### src/rtl/core/jsu_pkg.sv
package jsu_pkg;

  // result limits per input request
  localparam int MAX_RES = 4;
  localparam int IDXW    = $clog2(MAX_RES);
  localparam int CNTW    = $clog2(MAX_RES + 1);

  // packet queue depth
  localparam int QDEPTH = 4;
  localparam int QAW    = $clog2(QDEPTH);
  localparam int QCW    = $clog2(QDEPTH + 1);

  // error codes
  localparam logic [3:0] ERR_NONE       = 4'd0;
  localparam logic [3:0] ERR_NO_OPEN    = 4'd1;
  localparam logic [3:0] ERR_CONTROL    = 4'd2;
  localparam logic [3:0] ERR_INCOMPLETE = 4'd3;
  localparam logic [3:0] ERR_UNKNOWN    = 4'd4;
  localparam logic [3:0] ERR_SHORT_UNI  = 4'd5;
  localparam logic [3:0] ERR_BAD_HEX    = 4'd6;
  localparam logic [3:0] ERR_BAD_PAIR   = 4'd7;
  localparam logic [3:0] ERR_UNCLOSED   = 4'd8;

  // character codes
  localparam logic [7:0] CH_QUOTE  = 8'h22;
  localparam logic [7:0] CH_BSL    = 8'h5C;
  localparam logic [7:0] CH_SLASH  = 8'h2F;
  localparam logic [7:0] CH_B      = 8'h62;
  localparam logic [7:0] CH_F      = 8'h66;
  localparam logic [7:0] CH_N      = 8'h6E;
  localparam logic [7:0] CH_R      = 8'h72;
  localparam logic [7:0] CH_T      = 8'h74;
  localparam logic [7:0] CH_U      = 8'h75;
  localparam logic [7:0] CH_0      = 8'h30;
  localparam logic [7:0] CH_9      = 8'h39;
  localparam logic [7:0] CH_LA     = 8'h61;
  localparam logic [7:0] CH_LF     = 8'h66;
  localparam logic [7:0] CH_UA     = 8'h41;
  localparam logic [7:0] CH_UF     = 8'h46;
  localparam logic [7:0] CTRL_LIMIT = 8'h20;

  localparam logic [7:0] MAP_BS = 8'h08;
  localparam logic [7:0] MAP_FF = 8'h0C;
  localparam logic [7:0] MAP_LF = 8'h0A;
  localparam logic [7:0] MAP_CR = 8'h0D;
  localparam logic [7:0] MAP_HT = 8'h09;

  // code point limits
  localparam logic [15:0] HIGH_SURR_MIN = 16'hD800;
  localparam logic [15:0] HIGH_SURR_MAX = 16'hDBFF;
  localparam logic [15:0] LOW_SURR_MIN  = 16'hDC00;
  localparam logic [15:0] LOW_SURR_MAX  = 16'hDFFF;
  localparam logic [20:0] PAIR_OFFSET   = 21'h10000;
  localparam logic [20:0] CP_1B_MAX     = 21'h7F;
  localparam logic [20:0] CP_2B_MAX     = 21'h7FF;
  localparam logic [20:0] CP_3B_MAX     = 21'hFFFF;
  localparam int          LONE_BYTES    = 3;

  // one result item
  typedef struct packed {
    logic [7:0] out_byte;
    logic       byte_valid;
    logic       string_end;
    logic [3:0] error_code;
  } res_t;

  // all results of one input request
  typedef struct packed {
    logic [CNTW-1:0]          n;
    res_t [MAX_RES-1:0]       ent;
  } pkt_t;

  typedef struct packed {
    logic full;
    logic empty;
  } q_stat_t;

  typedef struct packed {
    logic [CNTW-1:0]          n;
    logic [MAX_RES-1:0][7:0]  b;
  } utf8_t;

  typedef struct packed {
    logic       ok;
    logic [3:0] val;
  } hex_t;

  typedef struct packed {
    logic       known;
    logic [7:0] ch;
  } esc_t;

  function automatic res_t res_byte(input logic [7:0] b);
    res_t r;
    r = '0;
    r.out_byte   = b;
    r.byte_valid = 1'b1;
    return r;
  endfunction

  function automatic res_t res_err(input logic [3:0] code);
    res_t r;
    r = '0;
    r.error_code = code;
    return r;
  endfunction

  function automatic res_t res_end();
    res_t r;
    r = '0;
    r.string_end = 1'b1;
    return r;
  endfunction

  // utf-8 encoding of a code point, first byte in b[0]
  function automatic utf8_t jsu_utf8(input logic [20:0] cp);
    utf8_t u;
    u = '0;
    if (cp <= CP_1B_MAX) begin
      u.n    = CNTW'(1);
      u.b[0] = {1'b0, cp[6:0]};
    end else if (cp <= CP_2B_MAX) begin
      u.n    = CNTW'(2);
      u.b[0] = {3'b110, cp[10:6]};
      u.b[1] = {2'b10, cp[5:0]};
    end else if (cp <= CP_3B_MAX) begin
      u.n    = CNTW'(3);
      u.b[0] = {4'b1110, cp[15:12]};
      u.b[1] = {2'b10, cp[11:6]};
      u.b[2] = {2'b10, cp[5:0]};
    end else begin
      u.n    = CNTW'(4);
      u.b[0] = {5'b11110, cp[20:18]};
      u.b[1] = {2'b10, cp[17:12]};
      u.b[2] = {2'b10, cp[11:6]};
      u.b[3] = {2'b10, cp[5:0]};
    end
    return u;
  endfunction

  // hex digit value
  function automatic hex_t jsu_hex(input logic [7:0] b);
    hex_t h;
    h = '0;
    case (b) inside
      [CH_0:CH_9]: begin
        h.ok  = 1'b1;
        h.val = 4'(b - CH_0);
      end
      [CH_LA:CH_LF]: begin
        h.ok  = 1'b1;
        h.val = 4'(b - CH_LA + 8'd10);
      end
      [CH_UA:CH_UF]: begin
        h.ok  = 1'b1;
        h.val = 4'(b - CH_UA + 8'd10);
      end
      default: h = '0;
    endcase
    return h;
  endfunction

  // simple escape map, u and unknown escapes give known = 0
  function automatic esc_t jsu_esc(input logic [7:0] b);
    esc_t e;
    e.known = 1'b1;
    e.ch    = b;
    case (b)
      CH_QUOTE: e.ch = CH_QUOTE;
      CH_BSL:   e.ch = CH_BSL;
      CH_SLASH: e.ch = CH_SLASH;
      CH_B:     e.ch = MAP_BS;
      CH_F:     e.ch = MAP_FF;
      CH_N:     e.ch = MAP_LF;
      CH_R:     e.ch = MAP_CR;
      CH_T:     e.ch = MAP_HT;
      default: begin
        e.known = 1'b0;
        e.ch    = '0;
      end
    endcase
    return e;
  endfunction

endpackage

### src/rtl/core/jsu_front.sv
module jsu_front (
  input  logic           clk,
  input  logic           rst_n,
  input  logic           in_valid,
  input  logic           q_full,
  input  logic           in_req_type,
  input  logic [7:0]     in_byte,
  output logic           push,
  output jsu_pkg::pkt_t  pkt
);
  import jsu_pkg::*;

  // parser modes
  localparam logic [2:0] MODE_IDLE           = 3'd0;
  localparam logic [2:0] MODE_STRING         = 3'd1;
  localparam logic [2:0] MODE_ESCAPE         = 3'd2;
  localparam logic [2:0] MODE_HEX            = 3'd3;
  localparam logic [2:0] MODE_AFTER_HIGH     = 3'd4;
  localparam logic [2:0] MODE_AFTER_HIGH_BSL = 3'd5;

  logic [2:0]  mode_r, mode_nxt;
  logic [15:0] acc_r, acc_nxt;
  logic [1:0]  cnt_r, cnt_nxt;
  logic [9:0]  high_r, high_nxt;
  logic        low_r, low_nxt;

  logic               accept;
  logic               lone;
  logic               clr;
  logic               do_raw;
  logic               do_esc;
  res_t [MAX_RES-1:0] tail;
  logic [CNTW-1:0]    tail_n;
  hex_t               dig;
  esc_t               esc;
  logic [15:0]        acc_sh;
  utf8_t              lone_u;
  utf8_t              hex_u;
  logic [20:0]        hex_cp;

  assign accept = in_valid && !q_full;

  // decode one request
  always_comb begin
    mode_nxt = mode_r;
    acc_nxt  = acc_r;
    cnt_nxt  = cnt_r;
    high_nxt = high_r;
    low_nxt  = low_r;
    lone     = 1'b0;
    clr      = 1'b0;
    do_raw   = 1'b0;
    do_esc   = 1'b0;
    tail     = '0;
    tail_n   = '0;
    hex_cp   = '0;
    dig      = jsu_hex(in_byte);
    esc      = jsu_esc(in_byte);
    acc_sh   = {acc_r[11:0], dig.val};
    lone_u   = jsu_utf8({5'b0, HIGH_SURR_MIN[15:10], high_r});

    if (low_r) begin
      hex_cp = PAIR_OFFSET + {1'b0, high_r, acc_sh[9:0]};
    end else begin
      hex_cp = {5'b0, acc_sh};
    end
    hex_u = jsu_utf8(hex_cp);

    case (mode_r)
      MODE_STRING: begin
        if (in_req_type) begin
          tail[0] = res_err(ERR_UNCLOSED);
          tail_n  = CNTW'(1);
          clr     = 1'b1;
        end else begin
          do_raw = 1'b1;
        end
      end
      MODE_ESCAPE: begin
        if (in_req_type) begin
          tail[0] = res_err(ERR_INCOMPLETE);
          tail_n  = CNTW'(1);
          clr     = 1'b1;
        end else begin
          do_esc = 1'b1;
        end
      end
      MODE_HEX: begin
        if (in_req_type) begin
          lone    = low_r;
          tail[0] = res_err(ERR_SHORT_UNI);
          tail_n  = CNTW'(1);
          clr     = 1'b1;
        end else if (!dig.ok) begin
          tail[0] = res_err(ERR_BAD_HEX);
          tail_n  = CNTW'(1);
          clr     = 1'b1;
        end else if (cnt_r != 2'd3) begin
          acc_nxt = acc_sh;
          cnt_nxt = cnt_r + 2'd1;
        end else begin
          acc_nxt = '0;
          cnt_nxt = '0;
          if (low_r) begin
            if (acc_sh inside {[LOW_SURR_MIN:LOW_SURR_MAX]}) begin
              for (int i = 0; i < MAX_RES; i++) begin
                tail[i] = res_byte(hex_u.b[i]);
              end
              tail_n   = hex_u.n;
              high_nxt = '0;
              low_nxt  = 1'b0;
              mode_nxt = MODE_STRING;
            end else begin
              tail[0] = res_err(ERR_BAD_PAIR);
              tail_n  = CNTW'(1);
              clr     = 1'b1;
            end
          end else if (acc_sh inside {[HIGH_SURR_MIN:HIGH_SURR_MAX]}) begin
            high_nxt = acc_sh[9:0];
            mode_nxt = MODE_AFTER_HIGH;
          end else begin
            for (int i = 0; i < MAX_RES; i++) begin
              tail[i] = res_byte(hex_u.b[i]);
            end
            tail_n   = hex_u.n;
            mode_nxt = MODE_STRING;
          end
        end
      end
      MODE_AFTER_HIGH: begin
        if (in_req_type) begin
          lone    = 1'b1;
          tail[0] = res_err(ERR_UNCLOSED);
          tail_n  = CNTW'(1);
          clr     = 1'b1;
        end else if (in_byte == CH_BSL) begin
          mode_nxt = MODE_AFTER_HIGH_BSL;
        end else begin
          lone     = 1'b1;
          high_nxt = '0;
          mode_nxt = MODE_STRING;
          do_raw   = 1'b1;
        end
      end
      MODE_AFTER_HIGH_BSL: begin
        if (in_req_type) begin
          lone    = 1'b1;
          tail[0] = res_err(ERR_INCOMPLETE);
          tail_n  = CNTW'(1);
          clr     = 1'b1;
        end else if (in_byte == CH_U) begin
          mode_nxt = MODE_HEX;
          low_nxt  = 1'b1;
          acc_nxt  = '0;
          cnt_nxt  = '0;
        end else begin
          lone     = 1'b1;
          high_nxt = '0;
          mode_nxt = MODE_STRING;
          do_esc   = 1'b1;
        end
      end
      default: begin
        if (in_req_type || in_byte != CH_QUOTE) begin
          tail[0] = res_err(ERR_NO_OPEN);
          tail_n  = CNTW'(1);
          clr     = 1'b1;
        end else begin
          mode_nxt = MODE_STRING;
        end
      end
    endcase

    // plain string byte
    if (do_raw) begin
      if (in_byte == CH_QUOTE) begin
        tail[0] = res_end();
        tail_n  = CNTW'(1);
        clr     = 1'b1;
      end else if (in_byte < CTRL_LIMIT) begin
        tail[0] = res_err(ERR_CONTROL);
        tail_n  = CNTW'(1);
        clr     = 1'b1;
      end else if (in_byte == CH_BSL) begin
        mode_nxt = MODE_ESCAPE;
      end else begin
        tail[0] = res_byte(in_byte);
        tail_n  = CNTW'(1);
      end
    end

    // character after a backslash
    if (do_esc) begin
      if (esc.known) begin
        tail[0]  = res_byte(esc.ch);
        tail_n   = CNTW'(1);
        mode_nxt = MODE_STRING;
      end else if (in_byte == CH_U) begin
        mode_nxt = MODE_HEX;
        low_nxt  = 1'b0;
        acc_nxt  = '0;
        cnt_nxt  = '0;
      end else begin
        tail[0] = res_err(ERR_UNKNOWN);
        tail_n  = CNTW'(1);
        clr     = 1'b1;
      end
    end

    // error or closing quote drops back to idle
    if (clr) begin
      mode_nxt = MODE_IDLE;
      acc_nxt  = '0;
      cnt_nxt  = '0;
      high_nxt = '0;
      low_nxt  = 1'b0;
    end
  end

  // packet build, lone surrogate bytes go first
  always_comb begin
    pkt = '0;
    if (lone) begin
      pkt.n = CNTW'(LONE_BYTES) + tail_n;
      for (int i = 0; i < LONE_BYTES; i++) begin
        pkt.ent[i] = res_byte(lone_u.b[i]);
      end
      pkt.ent[LONE_BYTES] = tail[0];
    end else begin
      pkt.n   = tail_n;
      pkt.ent = tail;
    end
  end

  assign push = accept && (pkt.n != '0);

  // parser state
  always_ff @(posedge clk) begin
    if (!rst_n) begin
      mode_r <= MODE_IDLE;
      acc_r  <= '0;
      cnt_r  <= '0;
      high_r <= '0;
      low_r  <= 1'b0;
    end else if (accept) begin
      mode_r <= mode_nxt;
      acc_r  <= acc_nxt;
      cnt_r  <= cnt_nxt;
      high_r <= high_nxt;
      low_r  <= low_nxt;
    end
  end

`ifndef SYNTHESIS
  a_pkt_size: assert property (@(posedge clk) disable iff (!rst_n)
    push |-> (pkt.n != '0 && pkt.n <= CNTW'(MAX_RES)))
    else $error("packet size out of range");
  a_hex_clean: assert property (@(posedge clk) disable iff (!rst_n)
    (mode_r != MODE_HEX) |-> (cnt_r == '0 && acc_r == '0))
    else $error("hex accumulator left dirty outside hex mode");
  a_idle_clean: assert property (@(posedge clk) disable iff (!rst_n)
    (mode_r == MODE_IDLE) |-> (high_r == '0 && !low_r))
    else $error("surrogate state held while idle");
`endif

endmodule

### src/rtl/core/jsu_queue.sv
module jsu_queue (
  input  logic              clk,
  input  logic              rst_n,
  input  logic              push,
  input  jsu_pkg::pkt_t     push_pkt,
  input  logic              pop,
  output jsu_pkg::pkt_t     head,
  output jsu_pkg::q_stat_t  stat
);
  import jsu_pkg::*;

  pkt_t           mem_r [QDEPTH];
  logic [QAW-1:0] wr_ptr_r, wr_ptr_nxt;
  logic [QAW-1:0] rd_ptr_r, rd_ptr_nxt;
  logic [QCW-1:0] fill_r, fill_nxt;

  // pointer and fill update
  always_comb begin
    wr_ptr_nxt = wr_ptr_r;
    rd_ptr_nxt = rd_ptr_r;
    fill_nxt   = fill_r;
    if (push) begin
      wr_ptr_nxt = (wr_ptr_r == QAW'(QDEPTH - 1)) ? '0 : wr_ptr_r + QAW'(1);
    end
    if (pop) begin
      rd_ptr_nxt = (rd_ptr_r == QAW'(QDEPTH - 1)) ? '0 : rd_ptr_r + QAW'(1);
    end
    if (push && !pop) begin
      fill_nxt = fill_r + QCW'(1);
    end else if (pop && !push) begin
      fill_nxt = fill_r - QCW'(1);
    end
  end

  always_ff @(posedge clk) begin
    if (!rst_n) begin
      wr_ptr_r <= '0;
      rd_ptr_r <= '0;
      fill_r   <= '0;
    end else begin
      wr_ptr_r <= wr_ptr_nxt;
      rd_ptr_r <= rd_ptr_nxt;
      fill_r   <= fill_nxt;
    end
  end

  // packet storage
  always_ff @(posedge clk) begin
    if (push) begin
      mem_r[wr_ptr_r] <= push_pkt;
    end
  end

  assign head       = mem_r[rd_ptr_r];
  assign stat.empty = (fill_r == '0);
  assign stat.full  = (fill_r == QCW'(QDEPTH));

`ifndef SYNTHESIS
  a_fill_bound: assert property (@(posedge clk) disable iff (!rst_n)
    fill_r <= QCW'(QDEPTH))
    else $error("queue fill beyond depth");
  a_no_underflow: assert property (@(posedge clk) disable iff (!rst_n)
    pop |-> !stat.empty)
    else $error("pop from empty queue");
`endif

endmodule

### src/rtl/core/jsu_back.sv
module jsu_back (
  input  logic           clk,
  input  logic           rst_n,
  input  jsu_pkg::pkt_t  head,
  input  logic           q_empty,
  input  logic           out_stall,
  output logic           pop,
  output logic           out_valid,
  output logic [7:0]     out_byte,
  output logic           out_byte_valid,
  output logic           out_string_end,
  output logic [3:0]     out_error_code,
  output logic           out_last
);
  import jsu_pkg::*;

  logic [IDXW-1:0] idx_r, idx_nxt;
  res_t            cur;
  logic            take;

  // current result of the head packet
  assign cur            = head.ent[idx_r];
  assign out_valid      = !q_empty;
  assign out_byte       = cur.out_byte;
  assign out_byte_valid = cur.byte_valid;
  assign out_string_end = cur.string_end;
  assign out_error_code = cur.error_code;
  assign out_last       = ({1'b0, idx_r} + CNTW'(1)) == head.n;

  assign take = out_valid && !out_stall;
  assign pop  = take && out_last;

  // walk through the packet, one result on each output transfer not stalled
  always_comb begin
    idx_nxt = idx_r;
    if (take) begin
      idx_nxt = out_last ? '0 : idx_r + IDXW'(1);
    end
  end

  always_ff @(posedge clk) begin
    if (!rst_n) begin
      idx_r <= '0;
    end else begin
      idx_r <= idx_nxt;
    end
  end

`ifndef SYNTHESIS
  a_idx_in_pkt: assert property (@(posedge clk) disable iff (!rst_n)
    !q_empty |-> ({1'b0, idx_r} < head.n))
    else $error("result index outside head packet");
`endif

endmodule

### src/rtl/core/json_string_unescape_top.sv
// json string unescaper
// input channel: in_valid / in_stall with in_req_type (0 data byte, 1 end of
// input) and in_byte; one request is taken per cycle while in_stall is low.
// the text must start with an opening quote; raw bytes, simple escapes and
// \uXXXX escapes (with surrogate pairing) come out as utf-8 bytes.
// result channel: out_valid / out_stall with out_byte, out_byte_valid,
// out_string_end, out_error_code and out_last (last result of a request).
// each input request yields 0 to 4 results; they are gathered into one packet
// and held in a 4-entry packet queue between the parser and the output side.
// the results of a request are registered in the packet queue before they are
// offered. the input side takes one request per cycle while in_stall is low;
// the output side delivers one result per cycle while out_stall is low, so
// streams of multi-result requests are paced by it, bursts absorbed by the queue.
// when the receiver stalls, results hold steady and the queue fills;
// in_stall rises once four packets are waiting.
// reset (rst_n low, synchronous) empties the queue and returns the parser to
// idle, awaiting an opening quote.
module json_string_unescape_top (
  input  logic       clk,
  input  logic       rst_n,
  input  logic       in_valid,
  output logic       in_stall,
  input  logic       in_req_type,
  input  logic [7:0] in_byte,
  output logic       out_valid,
  input  logic       out_stall,
  output logic [7:0] out_byte,
  output logic       out_byte_valid,
  output logic       out_string_end,
  output logic [3:0] out_error_code,
  output logic       out_last
);
  import jsu_pkg::*;

  logic    push;
  logic    pop;
  pkt_t    push_pkt;
  pkt_t    head;
  q_stat_t q_stat;

  assign in_stall = q_stat.full;

  // parser
  jsu_front u_front (
    .clk         (clk),
    .rst_n       (rst_n),
    .in_valid    (in_valid),
    .q_full      (q_stat.full),
    .in_req_type (in_req_type),
    .in_byte     (in_byte),
    .push        (push),
    .pkt         (push_pkt)
  );

  // packet queue
  jsu_queue u_queue (
    .clk      (clk),
    .rst_n    (rst_n),
    .push     (push),
    .push_pkt (push_pkt),
    .pop      (pop),
    .head     (head),
    .stat     (q_stat)
  );

  // result serialiser
  jsu_back u_back (
    .clk            (clk),
    .rst_n          (rst_n),
    .head           (head),
    .q_empty        (q_stat.empty),
    .out_stall      (out_stall),
    .pop            (pop),
    .out_valid      (out_valid),
    .out_byte       (out_byte),
    .out_byte_valid (out_byte_valid),
    .out_string_end (out_string_end),
    .out_error_code (out_error_code),
    .out_last       (out_last)
  );

endmodule
### config.mk
export PLATFORM = sky130hd
export DESIGN_NAME = json_string_unescape_top
export DESIGN_NICKNAME = d
export VERILOG_FILES = /design/src/rtl/core/jsu_pkg.sv /design/src/rtl/core/jsu_front.sv /design/src/rtl/core/jsu_queue.sv /design/src/rtl/core/jsu_back.sv /design/src/rtl/core/json_string_unescape_top.sv
export SDC_FILE = /design/constraint.sdc
export NUM_CORES = 1
export LEC_CHECK = 0
export BUFFER_PORTS_ARGS = -buffer_cell sky130_fd_sc_hd__buf_2
export CAP_MARGIN = 15
export CORE_MARGIN = 4
export CORE_UTILIZATION = 59
export CTS_CLUSTER_DIAMETER = 150
export DETAILED_ROUTE_END_ITERATION = 6
export MAX_ROUTING_LAYER = met4
export PLACE_DENSITY = 0.76
export SETUP_SLACK_MARGIN = 0.4
export SYNTH_ARGS = -nofsm -noshare
export SYNTH_HDL_FRONTEND = slang
export SYNTH_SLANG_ARGS = --single-unit
### constraint.sdc
create_clock -name clk -period 15.5 [get_ports clk]
set_input_delay 4.65 -clock clk [delete_from_list [all_inputs] [get_ports clk]]
set_output_delay 4.65 -clock clk [all_outputs]
set_load 0.005 [all_outputs]
# Yosys cells after proc, flatten, opt, wreduce, memory -nomap -nowiden
# Memories as Yosys holds them, arrays and structs flattened. A register that Yosys moved wholly into a read port is not among the register bits.
# Index checks and enable logic that the tools add are counted.
# totals
regBits,41
ramBits,236
in_bits,13
word_cells,246
mem_count,1
# op_classes
addsub,14
magnitude_cmp,15
n_eq_ne,29
mux,151
n_reduce_logical,27
# mem_list
memory,depth,width,read_ports,rd_clocked_by_memory_dff,write_ports,line_no,rtl
u_queue.mem_r,4,59,1,1,1,jsu_queue.sv:12,pkt_t mem_r [QDEPTH];
# op_table
op,count
16-bit two-way mux,11
42-bit two-way mux,4
56-bit two-way mux,3
14-bit two-way mux,11
10-bit two-way mux,11
3-bit two-way mux,36
59-bit two-way mux,1
"8-bit by 7-bit == test with 1-bit output, second input constant",7
7-bit one-hot mux with 8 select lines,1
14-bit one-hot mux with 3 select lines,1
1-bit two-way mux,36
"16-bit greater-or-equal comparator, second input constant",2
"16-bit <= comparator, second input constant",2
2-bit two-way mux,16
16-bit one-hot mux with 2 select lines,1
10-bit one-hot mux with 3 select lines,1
14-bit binary-select mux with 2-bit select,1
24-bit two-way mux,1
22-bit two-way mux,1
"17-bit by 20-bit adder with 21-bit output, first input constant",1
"21-bit by 11-bit <= comparator with 1-bit output, second input constant",1
"21-bit by 16-bit <= comparator with 1-bit output, second input constant",1
"21-bit by 7-bit <= comparator with 1-bit output, second input constant",1
21-bit two-way mux,1
44 further kinds,84

# Longest topological paths before layout
# Gate-level depths: netlist (run 1).
# depth
depth_word,32
mapped_depth,21

# Cells and area by module
# Synthesis (run 1) repeated with hierarchy kept, for this count alone.
# hier_totals
hier_cells,830
hier_area_um2,12685.9
# by_module_without_submodules
module,instances,cells_each,area_per_inst_um2,seq_area_each_um2
jsu_queue,1,353,8984.9,7267.0
jsu_front,1,442,3171.8,560.5
jsu_back,1,35,529.3,40.0

# Least setup slack after synthesis (run 1)
# OpenSTA, ideal clock, no wires.
# synth_path
path_kind,input to register
startpoint,input in_byte[0]
endpoint,"memory u_queue.mem_r[0][0] (netlist name), enable pin"
setup_ns,0.408
arrival_ns,9.012
path_slack_ns,6.080
stages,15
n_path_buf,3
path_cell_list,clkbuf_1 inv_1 ha_1 a2111oi_2 a21oi_1 clkbuf_1 or4_1 clkbuf_1 a21oi_1 nand2_1 ha_1 nand2_1 o21ai_0 a31oi_1 and2_1
# synth_between
elab_chain_len,30
word_cells_on_any_way,75
# synth_rtl
element,line_no,rtl
"start, declared",json_string_unescape_top.sv:24,"input logic [7:0] in_byte,"
4-bit by 1-bit subtractor with 4-bit output (tied with other cells),"jsu_pkg.sv:152, jsu_pkg.sv:156",
4-bit adder / 1-bit logical AND (equally long branches),"jsu_pkg.sv:152, jsu_pkg.sv:156, jsu_front.sv:57",
5-bit two-way mux (3 in a row),jsu_pkg.sv:145,case (b) inside
17-bit by 20-bit adder with 21-bit output,jsu_front.sv:63,"hex_cp = PAIR_OFFSET + {1'b0, high_r, acc_sh[9:0]};"
21-bit two-way mux,jsu_front.sv:62,if (low_r) begin
21-bit by 16-bit <= comparator with 1-bit output,jsu_pkg.sv:126,end else if (cp <= CP_3B_MAX) begin
3-bit two-way mux,jsu_pkg.sv:126,
3-bit two-way mux,jsu_pkg.sv:122,end else if (cp <= CP_2B_MAX) begin
(+13 left out),-,
3-bit two-way mux,jsu_front.sv:193,if (do_esc) begin
2-bit by 3-bit adder with 3-bit output,jsu_front.sv:224,pkt.n = CNTW'(LONE_BYTES) + tail_n;
59-bit two-way mux *,jsu_front.sv:223,if (lone) begin
3-bit nonzero test *,jsu_front.sv:235,assign push = accept && (pkt.n != '0);
1-bit logical AND *,jsu_front.sv:235,
via push,json_string_unescape_top.sv:35,logic push;
1-bit two-way mux *,jsu_queue.sv:49,if (push) begin
1-bit two-way mux (not written as such) *,jsu_queue.sv:50,mem_r[wr_ptr_r] <= push_pkt;
"end, declared",jsu_queue.sv:12,
# Mark *: on every way through the listed nets, which the timed path passes. The rest lies on a longest branch.

# Final worst setup path (run 1)
# layout_path
startpoint,input in_byte[1]
endpoint,register u_queue.fill_r[2]
# layout_between
elab_chain_len,31
word_cells_on_any_way,78
# layout_rtl
element,line_no,rtl
4-bit by 1-bit subtractor with 4-bit output (tied with other cells),"jsu_pkg.sv:152, jsu_pkg.sv:156",
4-bit adder / 1-bit logical AND (equally long branches),"jsu_pkg.sv:152, jsu_pkg.sv:156, jsu_front.sv:57",
5-bit two-way mux (3 in a row),jsu_pkg.sv:145,
17-bit by 20-bit adder with 21-bit output,jsu_front.sv:63,
21-bit two-way mux,jsu_front.sv:62,
21-bit by 16-bit <= comparator with 1-bit output,jsu_pkg.sv:126,
3-bit two-way mux,jsu_pkg.sv:126,
3-bit two-way mux,jsu_pkg.sv:122,
(+14 left out),-,
2-bit by 3-bit adder with 3-bit output,jsu_front.sv:224,
59-bit two-way mux *,jsu_front.sv:223,
3-bit nonzero test *,jsu_front.sv:235,
1-bit logical AND *,jsu_front.sv:235,
via push,json_string_unescape_top.sv:35,
1-bit zero test,jsu_queue.sv:30,end else if (pop && !push) begin
1-bit logical AND,jsu_queue.sv:30,
2-bit nonzero test (no source line),-,
"end signal, assigned",jsu_queue.sv:43,fill_r <= fill_nxt;
"end, declared",jsu_queue.sv:15,"logic [QCW-1:0] fill_r, fill_nxt;"
# Marks and branches as above.
# A chain may end at the register's enable or synchronous reset.

==> summary.md, run 1 <==
| Metric | Value |
|---|---|
| CP delay by family, top | compound AO/OA/AOI/OAI gates |
| HP Class | flip-flop to flip-flop |
| Worst slew pin tran | 0.982 ns |
| Hpwl dp | 17200 um |
| CP Depth | 19 |
| 1st-iter DRT viols | 877 |
| CP peak stage delay | 0.78 ns |
| Crit end category | flip-flop |
| Slowest-stage cell, CP | or4_1 |
| FF-to-FF path depth | 16 |
| NumNets Final | 839 |
| Final Setup Violations | 0 |
| Post-synthesis cell area | 0.0107 sq mm |
| Top area cells in the synthesized netlist | edfxtp_1, mux4_2, dfxtp_1 |
| PnR worst setup slack | 5.91 ns |
| DR vias | 7161 |
| Pwr dens | 129 mW/mm^2 |
| Total grt overflow | 0 |
| Die Y | 143 um |
| Fin Setup TNS | 0 ns |
| I/O pins | 30 |
| Worst Hold Depth | 2 |
| Post-Syn Nets | 827 |
| Crit path launch type | primary input |
| Vias/cell | 6.79 |
| Library cells used by synthesis | 79 |
| Clock latency on the worst-skew pair | 0.50 ns |
| Seq/Total Area, Yosys | 58.9% |
| Synth area leader | edfxtp_1 |
| Relative slew slack | 34.5% |
| Synth-to-Final Area Change | 9.63% |
| Number of global-route vias before repair | 7061 |
| Clock Skews | 0.0295 ns |
| Deepest clock path buffer count | 3 |
| Die W | 143 um |
| CTS tree | built |
| Syn_area_per_cell | 13.4 sq um |
| WL per Instance | 24.6 um |
| Min Hold Slack | 0.471 ns |
| Fin. Hold Viols | 0 |
| RSZ-0062 raised after global routing | false |
| Setup CP Type | primary input to flip-flop |
| Hold buffers post-CTS | 0 |
| CTS Buf Count | 23 |
| Worst EP required | 15.93 ns |
| Ys async rst share | 0% |
| Fmax | 0.104 GHz |
| VDD IR max | 0.000119 V |
| Initial antenna violation count | 1 |
| # Max-Cap Violations | 0 |
| CTS resizes | 0 |
| Ys flop type | edfxtp_1 |
| Most used cell, CP | ha_1 |
| First-pass GRT wire length | 41200 um |
| Slew Viols, Final | 0 |
| Status | complete, no violations |
| Total Routing Usage GR | 26.9% |
| FF+latch count, synth | 223 |
| Worst-path clk slew | 0.06 ns |
| H-tree lvl count | 1 |
| Clk root buf | clkbuf_16 |
| WP data arrival | 10.02 ns |
| Fillers | 1239 |
| Post CTS Setup Buffer Count | 0 |
| Crit-path cells | buf_2 -> inv_1 -> ha_1 -> nor2_1 -> a2111oi_2 -> a21oi_1 -> or4_1 -> a21oi_1 -> nand2_1 -> ha_1 -> nand2_1 -> o21ai_0 -> a31oi_1 -> ha_1 -> inv_1 -> fa_1 -> xor2_1 -> or3_1 -> a21boi_0 |
| DR pass1 iterations | 5 |
| Pre-CTS setup slack | 5.49 ns |
| Largest net degree at the start of global routing | 47 |
| Core ar. | 0.0175 sq mm |
| Total wire length | 26000 um |
| Synth top area share | 51.6% |
| Final Cycle Share | 61.9% |
| DRC | 0 |
| Layout cells sized above 1 | 20.0% |
| Die area | 0.0204 sq mm |
| IO buf count | 29 |
| Post-Synthesis Cells | 799 |
| Num rows | 48 |
| Leakage | 3.96 nW |
| Final Wtd Congestion | 0.993 |
| Tmin final | 9.59 ns |
| DRT antenna net count | 0 |
| Post-synth EDFFs | 184 |
| Initial Util | 61.0% |
| YS warnings | 0 |
| TritonCTS Sinks | 223 |
| CP Max Fanout | 11 |
| Worst path bufs/invs | 3 |
[cells by family after synthesis]
group                    synth area share, %
XOR/XNOR                               0.900
multiplexers                            12.2
buffers and inverters                   2.70
flip-flops                              58.9
AND/OR/NAND/NOR                         10.7
adder cells (fa/ha/maj)                 1.82
AO/OA/AOI/OAI                           12.7
[cells in the final DEF, fill, tap and decap left out, types with 9 or more instances in the layout]
master,count
edfxtp_1,184
nand2_1,67
mux4_2,53
nor2_1,47
dfxtp_1,37
a21oi_1,35
o21ai_0,34
buf_2,29
clkbuf_16,24
a22o_1,19
inv_1,17
nor3_1,16
nand3_1,14
ha_1,14
nor2b_1,13
buf_4,13
a22oi_1,11
o21ai_2,10
and2_1,9
[state kept, by name (all words and copies together), names as in the netlist, named ones only]
name and cells:
u_queue.mem_r 184, u_front.mode_r 3, u_queue.fill_r 3, u_front.acc_r 12, u_front.low_r 1, u_front.high_r 10
u_front.cnt_r 2, u_queue.wr_ptr_r 2, u_back.idx_r 2, u_queue.rd_ptr_r 2
[metal layers]
layer / global-route usage (%) / up-vias / wire, um
met5: - / - / 0
met4: 7.90 / 0 / 843
met3: 4.45 / 51 / 2340
met2: 41.1 / 370 / 12300
met1: 37.9 / 3571 / 10500
li1: - / 3169 / -
[layout make-up]
cell class / instances / area (sq um) / share of cell area (%)
Antenna cell: 1 / 2.50 / 0.0213
Clock buffer: 28 / 636 / 5.42
Clock inverter: 14 / 81.3 / 0.693
Inverter: 17 / 63.8 / 0.544
Multi-Input combinational cell: 504 / 4120 / 35.1
Sequential cell: 223 / 6310 / 53.8
Tap cell: 225 / 282 / 2.40
Timing Repair Buffer: 42 / 243 / 2.07
[final timing paths]
| path | start | end | slack, ns |
|---|---|---|---|
| worst max-delay path | in_byte[1] | u_queue.fill_r[2] | 5.91 |
| worst min-delay path | u_front.cnt_r[1] | u_front.cnt_r[1] | 0.47 |
| worst max register to register | u_front.high_r[7] | u_queue.fill_r[2] | 10.62 |
| worst min register to register | u_front.cnt_r[1] | u_front.cnt_r[1] | 0.47 |
[cell usage after synthesis, drive strengths merged (14+ instances only)]
| library cell | instances |
|---|---|
| edfxtp | 184 |
| nand2 | 67 |
| mux4 | 53 |
| nor2 | 47 |
| o21ai | 44 |
| clkbuf | 43 |
| dfxtp | 39 |
| a21oi | 35 |
| a22o | 19 |
| inv | 17 |
| nor3 | 16 |
| ha | 14 |
| nand3 | 14 |
[power breakdown]
part | leakage [nW] | switching (mW) | internal, mW
sequential | 2.06 | 0.0283 | 0.706
clock | 0.352 | 0.219 | 0.293
combinational | 1.55 | 0.133 | 0.130
total | 3.96 | 0.380 | 1.13
[worst min-delay path, stage by stage, from the launching register on]
cell     delay (ns)
dfxtp_1        0.33
nand2_1        0.05
o21ai_0        0.06
[metrics by stage]
step	cell area (sq um)	power, mW	std cells	util [%]
floorplan	10700	0.922	799	-
global placement	11000	0.993	1011	62.8
detailed placement	11000	1.01	1011	62.8
CTS	11700	1.52	1053	66.9
global route	11700	1.58	1054	66.9
finish	11700	1.51	1054	66.9
Note: power is estimated with default switching activity, not from simulation.
==> inputs of run 2 (changes only) <==
==> constraint.sdc (replaced) <==
create_clock -name clk -period 9.55 [get_ports clk]
set_input_delay 2.865 -clock clk [delete_from_list [all_inputs] [get_ports clk]]
set_output_delay 2.865 -clock clk [all_outputs]
set_load 0.005 [all_outputs]
==> run 2 against run 1 <==
Wire length increased by 2.4%. Clock power increased by 66%. Clock skew decreased by 0.0081 ns. Critical endpoint unchanged. Combinational power increased by 63%. Power increased by 64%. Die area unchanged. Clock-buffer cell count increased by 3. Sequential power increased by 62%. Utilization about the same.
==> summary.md, run 2 (same netlist as run 1, synthesis figures left out) <==
| Metric | Value |
|---|---|
| Most frequent cells in the layout | edfxtp_1, nand2_1, mux4_2, nor2_1, dfxtp_1 |
| Deepest clock path buffer count | 3 (unchanged) |
| Beginning of the worst hold path | u_front.high_r[3] |
| Slew Viols, Final | 0 (unchanged) |
| Fin Setup TNS | 0 ns (unchanged) |
| Hold buffers post-CTS | 0 (unchanged) |
| Post CTS Setup Buffer Count | 0 (unchanged) |
| Largest net degree at the start of global routing | 47 (unchanged) |
| Fin. Hold Viols | 0 (unchanged) |
| Die area | 0.0204 sq mm (unchanged) |
| Setup CP Type | primary input to flip-flop |
| Pwr dens | 210 mW/mm^2 (+64%) |
| Initial antenna violation count | 1 (unchanged) |
| Total Routing Usage GR | 27.1% (+0.18 points) |
| 1st-iter DRT viols | 774 (-12%) |
| Placed Instances | 1012 (+0.099%) |
| Initial Util | 61.0% (unchanged) |
| CP Max Fanout | 11 (unchanged) |
| FF-to-FF Start | u_front.mode_r[2] |
| # Max-Cap Violations | 0 (unchanged) |
| Number of global-route vias before repair | 7050 (-0.16%) |
| DRC | 0 (unchanged) |
| DR pass1 iterations | 5 (unchanged) |
| Final Util | 66.9% (about the same) |
| Worst EP required | 9.96 ns (-5.97 ns) |
| Die Y | 143 um (unchanged) |
| Most used cell, CP | ha_1 |
| IO buf count | 29 (unchanged) |
| Final Setup Violations | 0 (unchanged) |
| CP peak stage delay | 0.76 ns (-0.02 ns) |
| Largest register FFs | 184 (unchanged) |
| First-pass GRT wire length | 41100 um (-0.30%) |
| Core ar. | 0.0175 sq mm (unchanged) |
| Slowest-stage cell, CP | or4_1 |
| WL per Instance | 25.3 um (+2.5%) |
| Leading cell type in the layout, fill and taps excluded | edfxtp_1 |
| Worst-path clk slew | 0.06 ns (about the same) |
| RSZ-0062 raised after global routing | false |
| Relative slew slack | 35.5% (+0.95 points) |
| Layout cells sized above 1 | 19.5% (-0.58 points) |
| Min Hold Slack | 0.503 ns (+0.0311 ns) |
| Crit end category | flip-flop |
| DR vias | 7170 (+0.13%) |
| Leakage | 3.96 nW (about the same) |
| NumNets Final | 839 (unchanged) |
| VDD IR max | 0.000231 V (+94%) |
| Clock Skews | 0.0214 ns (-0.00810 ns) |
| CP startpoint | in_byte[1] |
| Final Cycle Share | 81.0% |
| Crit-path cells | buf_2 -> inv_1 -> ha_1 -> nor2_1 -> a2111oi_2 -> a21oi_1 -> or4_1 -> a21oi_1 -> nand2_1 -> ha_1 -> nand2_1 -> o21ai_0 -> a31oi_1 -> ha_1 -> inv_1 -> fa_1 -> xor2_1 -> or3_1 -> a21boi_0 |
| Top reg by flops | u_queue.mem_r |
| Tmin final | 7.74 ns |
| Vias/cell | 6.81 (+0.22%) |
| Clk root buf | clkbuf_16 |
| Fmax | 0.129 GHz |
| TritonCTS Sinks | 223 (unchanged) |
| Synth-to-Final Area Change | 9.64% (about the same) |
| DRT antenna net count | 0 (unchanged) |
| Final Wtd Congestion | 0.989 (-0.45%) |
| Num rows | 48 (unchanged) |
| Fillers | 1242 (+0.24%) |
| CP delay by family, top | compound AO/OA/AOI/OAI gates |
| Clock latency on the worst-skew pair | 0.51 ns (about the same) |
| HP Class | flip-flop to flip-flop |
| CTS Buf Count | 22 (-4.3%) |
| Status | complete, no violations |
| CTS tree | built |
| I/O pins | 30 (unchanged) |
| Hpwl dp | 17500 um (+2.1%) |
| Die W | 143 um (unchanged) |
| Worst path bufs/invs | 3 (unchanged) |
| Total wire length | 26600 um (+2.4%) |
| Total grt overflow | 0 (unchanged) |
| Fin cells | 1053 (-0.095%) |
| Crit path launch type | primary input |
| CTS resizes | 0 (unchanged) |
| Largest regs | u_queue.mem_r: 184 flops, u_front.acc_r: 12 flops, u_front.high_r: 10 flops |
| H-tree lvl count | 1 (unchanged) |
| Worst slew pin tran | 0.967 ns (-0.0156 ns) |
| WP data arrival | 8.15 ns (-1.87 ns) |
[run 2: routing by layer]
metal | vias to the layer above | global-route usage [%] | share of wire, %
li1 | 3169 | - | -
met2 | 369 | 41.5 | 48
met4 | 0 | 9.10 | 3.7
met1 | 3554 | 37.7 | 41
met5 | - | - | 0
met3 | 78 | 4.19 | 7.9
[run 2: worst reg2reg max path: cells and delay by family, from the launching register on]
kind            cells  cell delay (ns)
flops               1             0.70
buf+inv             2             0.32
compound gates      6             1.74
simple gates        4             0.96
fa+ha+maj           3             1.01
xor+xnor            1             0.18
[run 2: cell type report]
class / count / area, sq um / share of cell area [%]
timing repair buffer: 43 / 250 / 2.13
multi-input combinational: 504 / 4120 / 35.1
clock buffer: 31 / 604 / 5.15
tap: 225 / 282 / 2.40
inverter: 17 / 63.8 / 0.544
clock inverter: 9 / 106 / 0.906
sequential: 223 / 6310 / 53.8
antenna: 1 / 2.50 / 0.0213
[run 2: final timing paths]
check	endpoint	slack [ns]	cells past startpoint
worst max-delay path	u_queue.fill_r[2]	1.81	19
worst min-delay path	u_front.high_r[3]	0.50	1
worst max register to register	u_queue.fill_r[2]	4.56	16
worst min register to register	u_front.high_r[3]	0.50	1
[run 2: power by group]
group	switching, mW	leakage [nW]	internal, mW
clock	0.354	0.346	0.497
combinational	0.217	1.55	0.210
sequential	0.0455	2.06	1.14
[run 2: through the flow]
| stage | instance area (sq um) | power [mW] | setup WS [ns] |
|---|---|---|---|
| final | 11700 | 2.47 | 1.81 |
| after global routing | 11700 | 2.57 | 1.52 |
| after CTS | 11700 | 2.49 | 1.88 |
| after detailed placement | 11000 | 1.63 | 1.37 |
| after global placement | 11000 | 1.61 | 1.68 |
| after floorplan | 10700 | 1.50 | 1.92 |
